## src/design/vmt_pkg.sv

```systemverilog
// Package for the 4x4 vector-matrix transform block.
// Holds the request action codes, the lane count and the stage-enable struct.
// No dependencies.
`timescale 1ns / 1ps

package vmt_pkg;

   // request action codes
   localparam logic ACTION_LOAD  = 1'b0;
   localparam logic ACTION_XFORM = 1'b1;

   // vector length, matrix order and number of lanes
   localparam int LANES = 4;

   // per-stage load enables sent from the pipeline control to the lanes
   typedef struct packed {
      logic mul;   // product stage loads
      logic rnd;   // rounding stage loads
   } stage_en_type;

endpackage

```

## src/design/vmt_merge.sv

```systemverilog
// Merge stage: saturates the four lane sums to the word range, packs them with
// the last flag into the result register and runs the result handshake.
// Depends on vmt_pkg.
`timescale 1ns / 1ps

module vmt_merge import vmt_pkg::*; #(
   parameter int WORD_WIDTH = 32,
   parameter int FRAC_BITS  = 16
) (
   input  logic                                                clock,
   input  logic                                                reset,
   input  logic                                                in_valid,
   input  logic                                                in_last,
   input  logic [LANES-1:0][2*WORD_WIDTH-FRAC_BITS+1:0]        lane_sum,
   output logic                                                out_free,
   output logic                                                out_valid,
   input  logic                                                out_ready,
   output logic [LANES-1:0][WORD_WIDTH-1:0]                    out_data,
   output logic                                                out_last
);
   localparam int SUM_W = 2 * WORD_WIDTH - FRAC_BITS + 2;
   localparam int TOP_W = SUM_W - WORD_WIDTH + 1;
   localparam logic [WORD_WIDTH-1:0] WORD_MAX = {1'b0, {(WORD_WIDTH-1){1'b1}}};
   localparam logic [WORD_WIDTH-1:0] WORD_MIN = {1'b1, {(WORD_WIDTH-1){1'b0}}};

   logic                             valid_ff;
   logic                             valid_in;
   logic                             last_ff;
   logic [LANES-1:0][WORD_WIDTH-1:0] data_ff;
   logic [LANES-1:0][WORD_WIDTH-1:0] data_in;
   logic [TOP_W-1:0]                 top_bits [LANES];

   // result register is free when empty or being taken this cycle
   assign out_free = !valid_ff || out_ready;
   assign valid_in = out_free ? in_valid : valid_ff;

   // saturate: in range when the word's sign bit and all bits above it agree
   always_comb begin
      for (int j = 0; j < LANES; j++) begin
         top_bits[j] = lane_sum[j][SUM_W-1:WORD_WIDTH-1];
         if ((top_bits[j] == '0) || (top_bits[j] == '1)) begin
            data_in[j] = lane_sum[j][WORD_WIDTH-1:0];
         end else if (lane_sum[j][SUM_W-1]) begin
            data_in[j] = WORD_MIN;
         end else begin
            data_in[j] = WORD_MAX;
         end
      end
   end

   always_ff @(posedge clock) begin
      if (reset) begin
         valid_ff <= 1'b0;
      end else begin
         valid_ff <= valid_in;
      end
   end

   always_ff @(posedge clock) begin
      if (out_free && in_valid) begin
         data_ff <= data_in;
         last_ff <= in_last;
      end
   end

   assign out_valid = valid_ff;
   assign out_data  = data_ff;
   assign out_last  = last_ff;

endmodule

```

## config.mk

```make
export PLATFORM = sky130hd
export DESIGN_NAME = vmt_merge
export DESIGN_NICKNAME = d
export VERILOG_FILES = /design/src/design/vmt_pkg.sv /design/src/design/vmt_merge.sv
export SDC_FILE = /design/constraint.sdc
export NUM_CORES = 1
export LEC_CHECK = 0
export BUFFER_PORTS_ARGS = -buffer_cell sky130_fd_sc_hd__buf_2
export CAP_MARGIN = 20
export CORE_UTILIZATION = 30
export DETAILED_ROUTE_END_ITERATION = 6
export PLACE_DENSITY_LB_ADDON = 0.3
export SLEW_MARGIN = 20
export SYNTH_ARGS = -nofsm -noshare
export SYNTH_HDL_FRONTEND = slang
export SYNTH_SLANG_ARGS = --single-unit
```

## constraint.sdc

```tcl
create_clock -name clock -period 4.1 [get_ports clock]
set_clock_uncertainty 0.15 [all_clocks]
set_input_delay 0.41 -clock clock [delete_from_list [all_inputs] [get_ports clock]]
set_output_delay 0.41 -clock clock [all_outputs]
set_load 0.05 [all_outputs]
```

Word level (Yosys, flattened, before mapping):

Cells that the tools add are included.

* bits in registers: 130
* input port bits: 205
* output and inout bits: 131
* logic and storage cells: 29

* equal/unequal tests: 4
* muxes and demuxes: 8
* reduce and logical (&&, ||, !) cells: 11

Operators by type and width (count)
* $mux W32: 8
* $eq A19 B19 Y1 const B: 4
* $logic_not A19 Y1: 4
* $logic_or A1 B1 Y1: 5
* $logic_and A1 B1 Y1: 1
* $logic_not A1 Y1: 1

Longest topological paths before layout:

Gate-level depths: netlist of run 1.

* depth in word-level cells: 3
* mapped depth: 6
* mapped depth without buffers: 5

Worst setup path after synthesis of run 1:

Ideal clock, no wire load.

* kind: register -> register
* start: register valid_ff (netlist: out_valid)
* end: register data_ff (netlist bit out_data[0]) (enable)
* library setup time: 503 ps
* arrival: 4010 ps
* required time: 3447 ps
* setup slack: -563 ps
* stages on the path, launching flop included: 3
* path buffers: 0
* clock period less this slack: 4663 ps
* cell sequence: dfxtp_1 > nand2b_1 > and2_1

* cells in the longest elaborated chain, start to end: 3

RTL lines
* start: declaration: line vmt_merge.sv:26 `logic valid_ff;`
* start signal: assignment: line vmt_merge.sv:55 `valid_ff <= valid_in;`
* $logic_not A1 Y1: line vmt_merge.sv:34 `assign out_free = !valid_ff || out_ready;`
* $logic_or A1 B1 Y1: line vmt_merge.sv:34
* net out_free: line vmt_merge.sv:15 `output logic out_free,`
* $logic_and A1 B1 Y1: line vmt_merge.sv:60 `if (out_free && in_valid) begin`
* end signal: assignment: line vmt_merge.sv:61 `data_ff <= data_in;`
* end: declaration: line vmt_merge.sv:29 `logic [LANES-1:0][WORD_WIDTH-1:0] data_ff;`

The timed path passes the listed nets, and every way through them passes these cells.
A chain may end at the register's enable or synchronous reset.

==> flow_metrics.tcl, run 1 <==
set metrics [dict create \
    area_growth_pct 44.16 \
    cts_root_buffer "clkbuf_16" \
    h-tree-depth 4 \
    clockPowerShare 0.432 \
    vias 4426 \
    finalSetupViolCount 0 \
    vias_per_cell 4.827 \
    critPathLaunchType "input port" \
    n_antenna_cell 0 \
    drv_slew 0 \
    min_path_type "input port to register" \
    critPathKind "input port to register" \
    grt_overflow_total 0 \
    synth_fa_ha_area_frac 0 \
    clkTransAtPathRegs_ns 0.06 \
    die-width_um 137.6 \
    clockBufferDepth 2 \
    n_fill_cell 1685 \
    cts_made_buffers 17 \
    final_hold_viol_count 0 \
    ir_drop_uv 257.3 \
    core_area_um2 18020 \
    fin_util 0.4414 \
    holdBufCountCts 1 \
    synth_simple_gate_area_frac 0.06144 \
    end_kind "register" \
    finalCritPeriodShare 0.5680 \
    row_count 49 \
    r2r_cells 3 \
    min_period_ns 2.329 \
    worstHoldPathCells 1 \
    ys_seq_area_frac 0.7055 \
    cts_resized 0 \
    multi_input_area_um2 1405 \
    nets 880 \
    p_per_area_nw_per_um2 476.4 \
    ant_nets 0 \
    clock-sinks 130 \
    cp.required_ns 4.22 \
    place.gp.congestion 0.8844 \
    syn_area_um2 5519 \
    routed_wl_mm 15.44 \
    synth.distinct_cells 21 \
    ys_ff_latch 130 \
    post_cts_buffers 0 \
    portBuffers 335 \
    grt_max_degree 123 \
    switching_share 0.2625 \
    power.switching_uw 994.8 \
    dieArea_um2 18940 \
    grt_antenna_before_repair 0 \
    slew-limit-headroom 0.3103 \
    first_iter_violations 209 \
    remaining_drc_errors 0 \
    grt_setup_unrepaired "no" \
    whs_ns 0.02741 \
    synthesis.nets 549 \
    drt-pass1-iter-count 4 \
    dpl.hpwl_mm 11.34 \
    grt_first_pass_wirelength_mm 21.98 \
    wire_per_inst_um 16.83 \
    ys.warnings.count 0 \
    p_leak_nw 3.886 \
    grt_pass1_vias 4325 \
    regArea_um2 3894 \
    synth_top_family_by_area "compound AO/OA/AOI/OAI gates" \
    setup_tns_ns 0 \
    cp.arrival_ns 2.45 \
    finalNonFillerCells 917 \
    initial_utilization 0.3062 \
    cts_tree "built" \
    clock_latency_ns 0.41 \
    drive_above_1_share 0.5581 \
    synth-compound-area-share 0.1852 \
    synthXorXnorAreaFrac 0 \
    power_frac_seq 0.416 \
    syn_inst 344 \
    synth.avg_cell_area_um2 16.04 \
    p_int_mw 2.795 \
    ios 336 \
    grt_usage 0.1560 \
    fmax_mhz 429.4 \
    dpl.cell_count 884 \
    comb_power_share 0.152 \
    worst_pin_slew_ns 1.034 \
    critPathMaxFanout 31 \
    die_y_um 137.6 \
    status "complete, no violations" \
    synthMuxAreaShare 0 \
    maxCapViolCount 0 \
]
metal layers:
| metal | GRT usage | vias to the layer above | wire length (µm) |
|---|---|---|---|
| met4 | 0.05556 | 0 | 227 |
| met2 | 0.2806 | 273 | 8096 |
| met1 | 0.1623 | 2088 | 5562 |
| li1 | - | 2047 | - |
| met5 | 0 | - | 0 |
| met3 | 0.06328 | 18 | 1548 |
sequential cells by signal (all words and copies together) (netlist names):
signal     cells
out_data     128
out_last       1
out_valid      1
per-stage QoR:
stage                     power [mW]  worst slack [ns]  instance area [µm²]
after detailed placement       2.180             1.360                 7308
final                          3.790             1.771                 7956
after floorplan                1.976            0.8396                 5520
after global routing           3.923             1.511                 7956
after global placement         2.170             1.533                 7303
after CTS                      3.835             1.804                 7956
power by group through the flow:
stage                     Sequential (mW)  Clock (mW)  Combinational (mW)
final                                1.58        1.64               0.576
after global routing                 1.58        1.73               0.607
after CTS                            1.58        1.68               0.579
after detailed placement             1.60           0               0.577
after global placement               1.60           0               0.568
after floorplan                      1.87           0               0.103
cell usage after synthesis (all sizes together):
cell type    instances  area (µm²)
edfxtp             129        3874
a311oi               3       45.04
clkbuf               4       15.01
a21o               124       935.9
dfxtp                1       20.02
nand2b               1       6.260
nand4               20       125.1
nor2                 7       26.28
a31o                 3       26.28
nor4                21       156.4
dlygate4sd3          1       10.01
buf                 23       235.2
a41o                 1       10.01
and2                 1       6.260
a21oi                1       5.000
inv                  1       3.750
and3                 3       18.77
worst paths after layout:
path	start	end	slack [ns]
setup / recovery	lane_sum[44]	out_data[8]	1.77
setup reg to reg	out_valid	out_data[107]	2.27
hold reg to reg	out_valid	out_valid	0.38
hold / removal	in_last	out_last	0.03
logic make-up after synthesis:
logic type / count (synthesis)
AOI/OAI and AO/OA: 132
buffers and inverters: 29
DFF: 130
and+or+nand+nor: 53
cell usage in the layout (no fill, tap or decap), types with 2 or more instances in the layout:
master	n
buf_2	335
edfxtp_1	129
a21o_1	120
nand4_1	20
nor4_1	17
clkbuf_16	17
nor2_1	6
bufinv_16	5
nor4_2	4
a21o_2	4
and3_1	3
a31o_2	3
a311oi_4	3
clkinv_1	3
buf_4	3
clkinvlp_4	2
inv_6	2
clkinv_2	2
cell type report:
class                   count  share of cell area
well taps                 229             0.03601
repair buffers            340              0.2173
multi-input cells         185              0.1766
inverters                   1           0.0004718
clock inverters            15             0.02673
flip-flops and latches    130              0.4894
clock buffers              17             0.05347
worst max-delay path, cell delays in order:
cell	delay, ns
buf_2	0.10
nor4_1	0.35
nand4_1	0.16
nor4_2	0.34
a41o_1	0.85
a21o_1	0.23
Power figures use the tool's default switching activity.
==> inputs of run 2 (changes only) <==
- clock period: 4.1 -> 2.44 ns (I/O delays scaled with it)
==> run 2 against run 1 <==
- combinational power is 100% higher
- setup slack worse by 1.6 ns
- power is 71% higher
- final cell count is 15% higher
- routed wire length is 11% higher
- first-iteration DRC count is 8.1% higher
- core utilization is 7.8 points higher
- largest cell class unchanged
- critical path depth is 2 higher
- global-route usage is 1.9 points higher
==> flow_metrics.tcl, run 2 (synthesis results as in run 1) <==
set metrics [dict create \
    cts_root_buffer "clkbuf_16" \
    finalSetupViolCount 0 \
    critPathMaxFanout 12 \
    p_per_area_nw_per_um2 691.9 \
    status "complete, no violations" \
    fmax_mhz 450.3 \
    clkTransAtPathRegs_ns 0.06 \
    layout_commonest_cell "buf_2" \
    routed_wl_mm 17.19 \
    end_kind "register" \
    grt_antenna_before_repair 0 \
    setup_tns_ns 0 \
    grt_overflow_total 0 \
    vias_per_cell 4.675 \
    ios 336 \
    routed-wl-met3_mm 1.337 \
    final_hold_viol_count 0 \
    final_cell_mix "335 x buf_2, 131 x dlygate4sd3_1, 129 x edfxtp_1" \
    p_leak_nw 4.477 \
    clock_latency_ns 0.41 \
    grt_setup_unrepaired "no" \
    cts_made_buffers 17 \
    clock-sinks 130 \
    crit-reg2reg-launch "out_valid" \
    remaining_drc_errors 0 \
    place.gp.congestion 0.8657 \
    min_path_type "input port to register" \
    ant_nets 0 \
    ir_drop_uv 474.1 \
    post_cts_buffers 0 \
    core_area_um2 18020 \
    h-tree-depth 4 \
    dieArea_um2 18940 \
    cts_tree "built" \
    drt-pass1-iter-count 4 \
    vias 4932 \
    met2_wirelength_mm 9.073 \
    grt_usage 0.1753 \
    critPathLaunch "lane_sum[199]" \
    min_from "in_valid" \
    first_iter_violations 226 \
    n_antenna_cell 0 \
    initial_utilization 0.3062 \
    critPathLaunchType "input port" \
    die_y_um 137.6 \
    dpl.hpwl_mm 11.47 \
    finalCritPeriodShare 0.9102 \
    row_count 49 \
    top_layer "met4" \
    drive_above_1_share 0.4794 \
    cp.required_ns 2.58 \
    grt_pass1_vias 5119 \
    min_period_ns 2.221 \
    wire_per_inst_um 16.30 \
    dpl-instance-area_um2 7416 \
    critPathKind "input port to register" \
    nets 1018 \
    largest_reg_flops 128 \
    die-width_um 137.6 \
    cp.arrival_ns 2.36 \
    maxCapViolCount 0 \
    fin_util 0.5192 \
    routedLengthMet1_mm 6.390 \
    worst_pin_slew_ns 0.5921 \
    stdcell_area_um2 9358 \
    area_growth_pct 69.55 \
    portBuffers 335 \
    grt_first_pass_wirelength_mm 24.83 \
    grt_max_degree 74 \
    clockBufferDepth 2 \
    drv_slew 0 \
    slew-limit-headroom 0.6053 \
]
-- run 2: changes by cell type in the layout (fill, tap and decap cells not counted), sizes merged --
cell	change
clkinvlp	+1
buf	+8
bufinv	-2
clkinv	-4
dlygate4sd3	+130
inv	+5
-- run 2: path summary, 6_finish.rpt --
kind | slack (ns) | end | depth (start not counted)
hold / removal | 0.34 | out_data[53] | 3
hold reg to reg | 0.81 | out_data[53] | 3
setup / recovery | 0.22 | out_data[122] | 8
setup reg to reg | 0.98 | out_data[23] | 3
-- run 2: area by class of cell --
type	instances	area [µm²]
flip-flops and latches	130	3894
clock buffers	17	425.4
repair buffers	478	3141
inverters	1	3.754
multi-input cells	185	1411
clock inverters	15	196.4
well taps	229	286.5
fillers	1537	8667
-- run 2: per-stage QoR --
stage          setup WS, ns  cells  power [mW]  hold WS, ns
3_5_place_dp         0.2064    892       3.671       0.2562
2_1_floorplan       0.05134    344       3.317       0.1631
4_1_cts              0.2310   1054       6.528     0.001223
5_1_grt             0.07941   1055       6.702       0.3573
3_3_place_gp         0.2501    892       3.651       0.2507
6_report             0.2191   1055       6.475       0.3444
-- run 2: layer usage --
layer / global-route usage / up-vias
met4: 0.07753 / 0
li1: - / 2323
met2: 0.3291 / 248
met1: 0.1777 / 2330
met5: 0 / -
met3: 0.05114 / 31
-- run 2: worst max-delay path, cell delays in order --
cell           delay, ns
dlygate4sd3_1       0.53
buf_2               0.16
nor4_1              0.28
nand4_1             0.13
nor4_2              0.31
a31o_2              0.33
buf_4               0.24
a21o_1              0.14
-- run 2: power by group --
group	switching, mW	total, mW	internal [mW]
Combinational	0.731	1.15	0.421
Sequential	0.0336	2.65	2.61
Clock	1.04	2.68	1.64
-- run 2: repair_timing --
action,CTS,global route
endpoints found under the setup margin,0,1
endpoints found under the hold margin,129,1
resized for setup,0,1
hold buffers,130,1
==> inputs of run 3 (changes only) <==
- CORE_ASPECT_RATIO: not set -> 1.2
==> run 3 against run 2 <==
- hold slack worse by 0.091 ns
- register-to-register slack worse by 0.14 ns
- sequential share of layout area up 0.58 points
- non-clock buffer count down 2
- largest cell class unchanged
==> flow_metrics.tcl, run 3 (synthesis results as in run 1) <==
set metrics [dict create \
    status "complete, no violations" \
    slew-limit-headroom 0.5010 \
    min_period_ns 2.259 \
    largest_reg_flops 128 \
    ir_drop_uv 377.5 \
    cp.required_ns 2.45 \
    ant_nets 0 \
    row_count 53 \
    p_per_area_nw_per_um2 658.8 \
    vias_per_cell 4.691 \
    vias 4893 \
    cp_cell_sequence "dlygate4sd3_1 -> buf_2 -> nor4_1 -> nand4_1 -> nor4_4 -> a311oi_4 -> buf_4 -> a21o_1" \
    clkTransAtPathRegs_ns 0.06 \
    drive_above_1_share 0.4732 \
    grt_overflow_total 0 \
    dpl.hpwl_mm 12.05 \
    cts_tree "built" \
    end_kind "register" \
    wire_per_inst_um 16.47 \
    fin_util 0.5194 \
    remaining_drc_errors 0 \
    grt_setup_unrepaired "no" \
    crit_slowest_cell "dlygate4sd3_1" \
    post_cts_buffers 0 \
    initial_utilization 0.3105 \
    die-width_um 125.8 \
    finalSetupViolCount 0 \
    fmax_mhz 442.7 \
    grt_pass1_vias 5344 \
    cp.arrival_ns 2.27 \
    r2r_cells 3 \
    critPathLaunchType "input port" \
    finalCritPeriodShare 0.9258 \
    worstHoldPathCells 2 \
    setup_tns_ns 0 \
    cts_root_buffer "clkbuf_16" \
    slowest_delay_ns 0.53 \
    dieArea_um2 18950 \
    grt_antenna_before_repair 2 \
    die_y_um 150.6 \
    p_leak_nw 4.419 \
    portBuffers 335 \
    grt_first_pass_wirelength_mm 26.08 \
    grt_usage 0.1812 \
    maxCapViolCount 0 \
    final_hold_viol_count 0 \
    grt_max_degree 57 \
    drv_slew 0 \
    routed_wl_mm 17.18 \
    place.gp.congestion 0.8144 \
    cts_made_buffers 17 \
    worst_pin_slew_ns 0.7486 \
    h-tree-depth 4 \
    nets 1016 \
    critPathMaxFanout 16 \
    clock_latency_ns 0.40 \
    final_cell_mix "335 x buf_2, 131 x dlygate4sd3_1, 129 x edfxtp_1" \
    clockBufferDepth 2 \
    area_growth_pct 67.24 \
    first_iter_violations 252 \
    layout_commonest_cell "buf_2" \
    min_path_type "input port to register" \
    critPathKind "input port to register" \
    drt-pass1-iter-count 4 \
    core_area_um2 17770 \
    clock-sinks 130 \
    ios 336 \
    n_fill_cell 1541 \
]
## run 3: layer usage
metal,up-vias,global-route usage,wire [µm]
met3,34,0.05899,1332
met4,2,0.08494,371
li1,2320,-,-
met2,236,0.3467,9424
met1,2301,0.1755,6038
met5,-,0,10
## run 3: layout make-up
cell class | instances | area [µm²] | area share
clock inverter | 11 | 92.59 | 0.01003
clock buffer | 19 | 432.9 | 0.04690
timing repair buffer | 476 | 3113 | 0.3373
antenna | 1 | 2.502 | 0.0002711
inverter | 1 | 3.754 | 0.0004067
sequential | 130 | 3894 | 0.4219
multi-input combinational | 185 | 1416 | 0.1535
tap | 220 | 275.3 | 0.02982
## run 3: critical path, delay by kind of cell
family / cells / cell delay [ns]
buf+inv: 3 / 0.96
simple gates: 3 / 0.72
compound gates: 2 / 0.33
## run 3: what timing repair did
action | 4_1_cts | 5_1_grt
resized for setup | 0 | 1
endpoints found under the setup margin | 0 | 6
endpoints found under the hold margin | 130 | 0
hold buffers | 131 | 0
## run 3: metrics by stage
stage	setup slack (ns)	total power [mW]	instance area [µm²]	std cells	hold WS, ns
2_1_floorplan	0.05134	3.317	5524	344	0.1631
3_3_place_gp	0.3056	3.651	7377	881	0.2502
3_5_place_dp	0.2419	3.671	7382	881	0.2562
4_1_cts	0.1228	6.152	9219	1042	0.2313
5_1_grt	0.02641	6.327	9228	1042	0.2496
6_report	0.1812	6.081	9230	1043	0.2537
## run 3: path summary, 6_finish.rpt
| kind | to | slack, ns | start |
|---|---|---|---|
| hold / removal | out_data[113] | 0.25 | in_valid |
| setup / recovery | out_data[60] | 0.18 | lane_sum[99] |
| hold reg to reg | out_data[113] | 0.71 | out_valid |
| setup reg to reg | out_data[42] | 0.84 | out_valid |
## run 3: power breakdown
part	total, mW	internal [mW]	switching [mW]	leakage (nW)
sequential	2.65	2.61	0.0321	1.26
clock	2.29	1.38	0.911	0.248
combinational	1.15	0.420	0.729	2.91
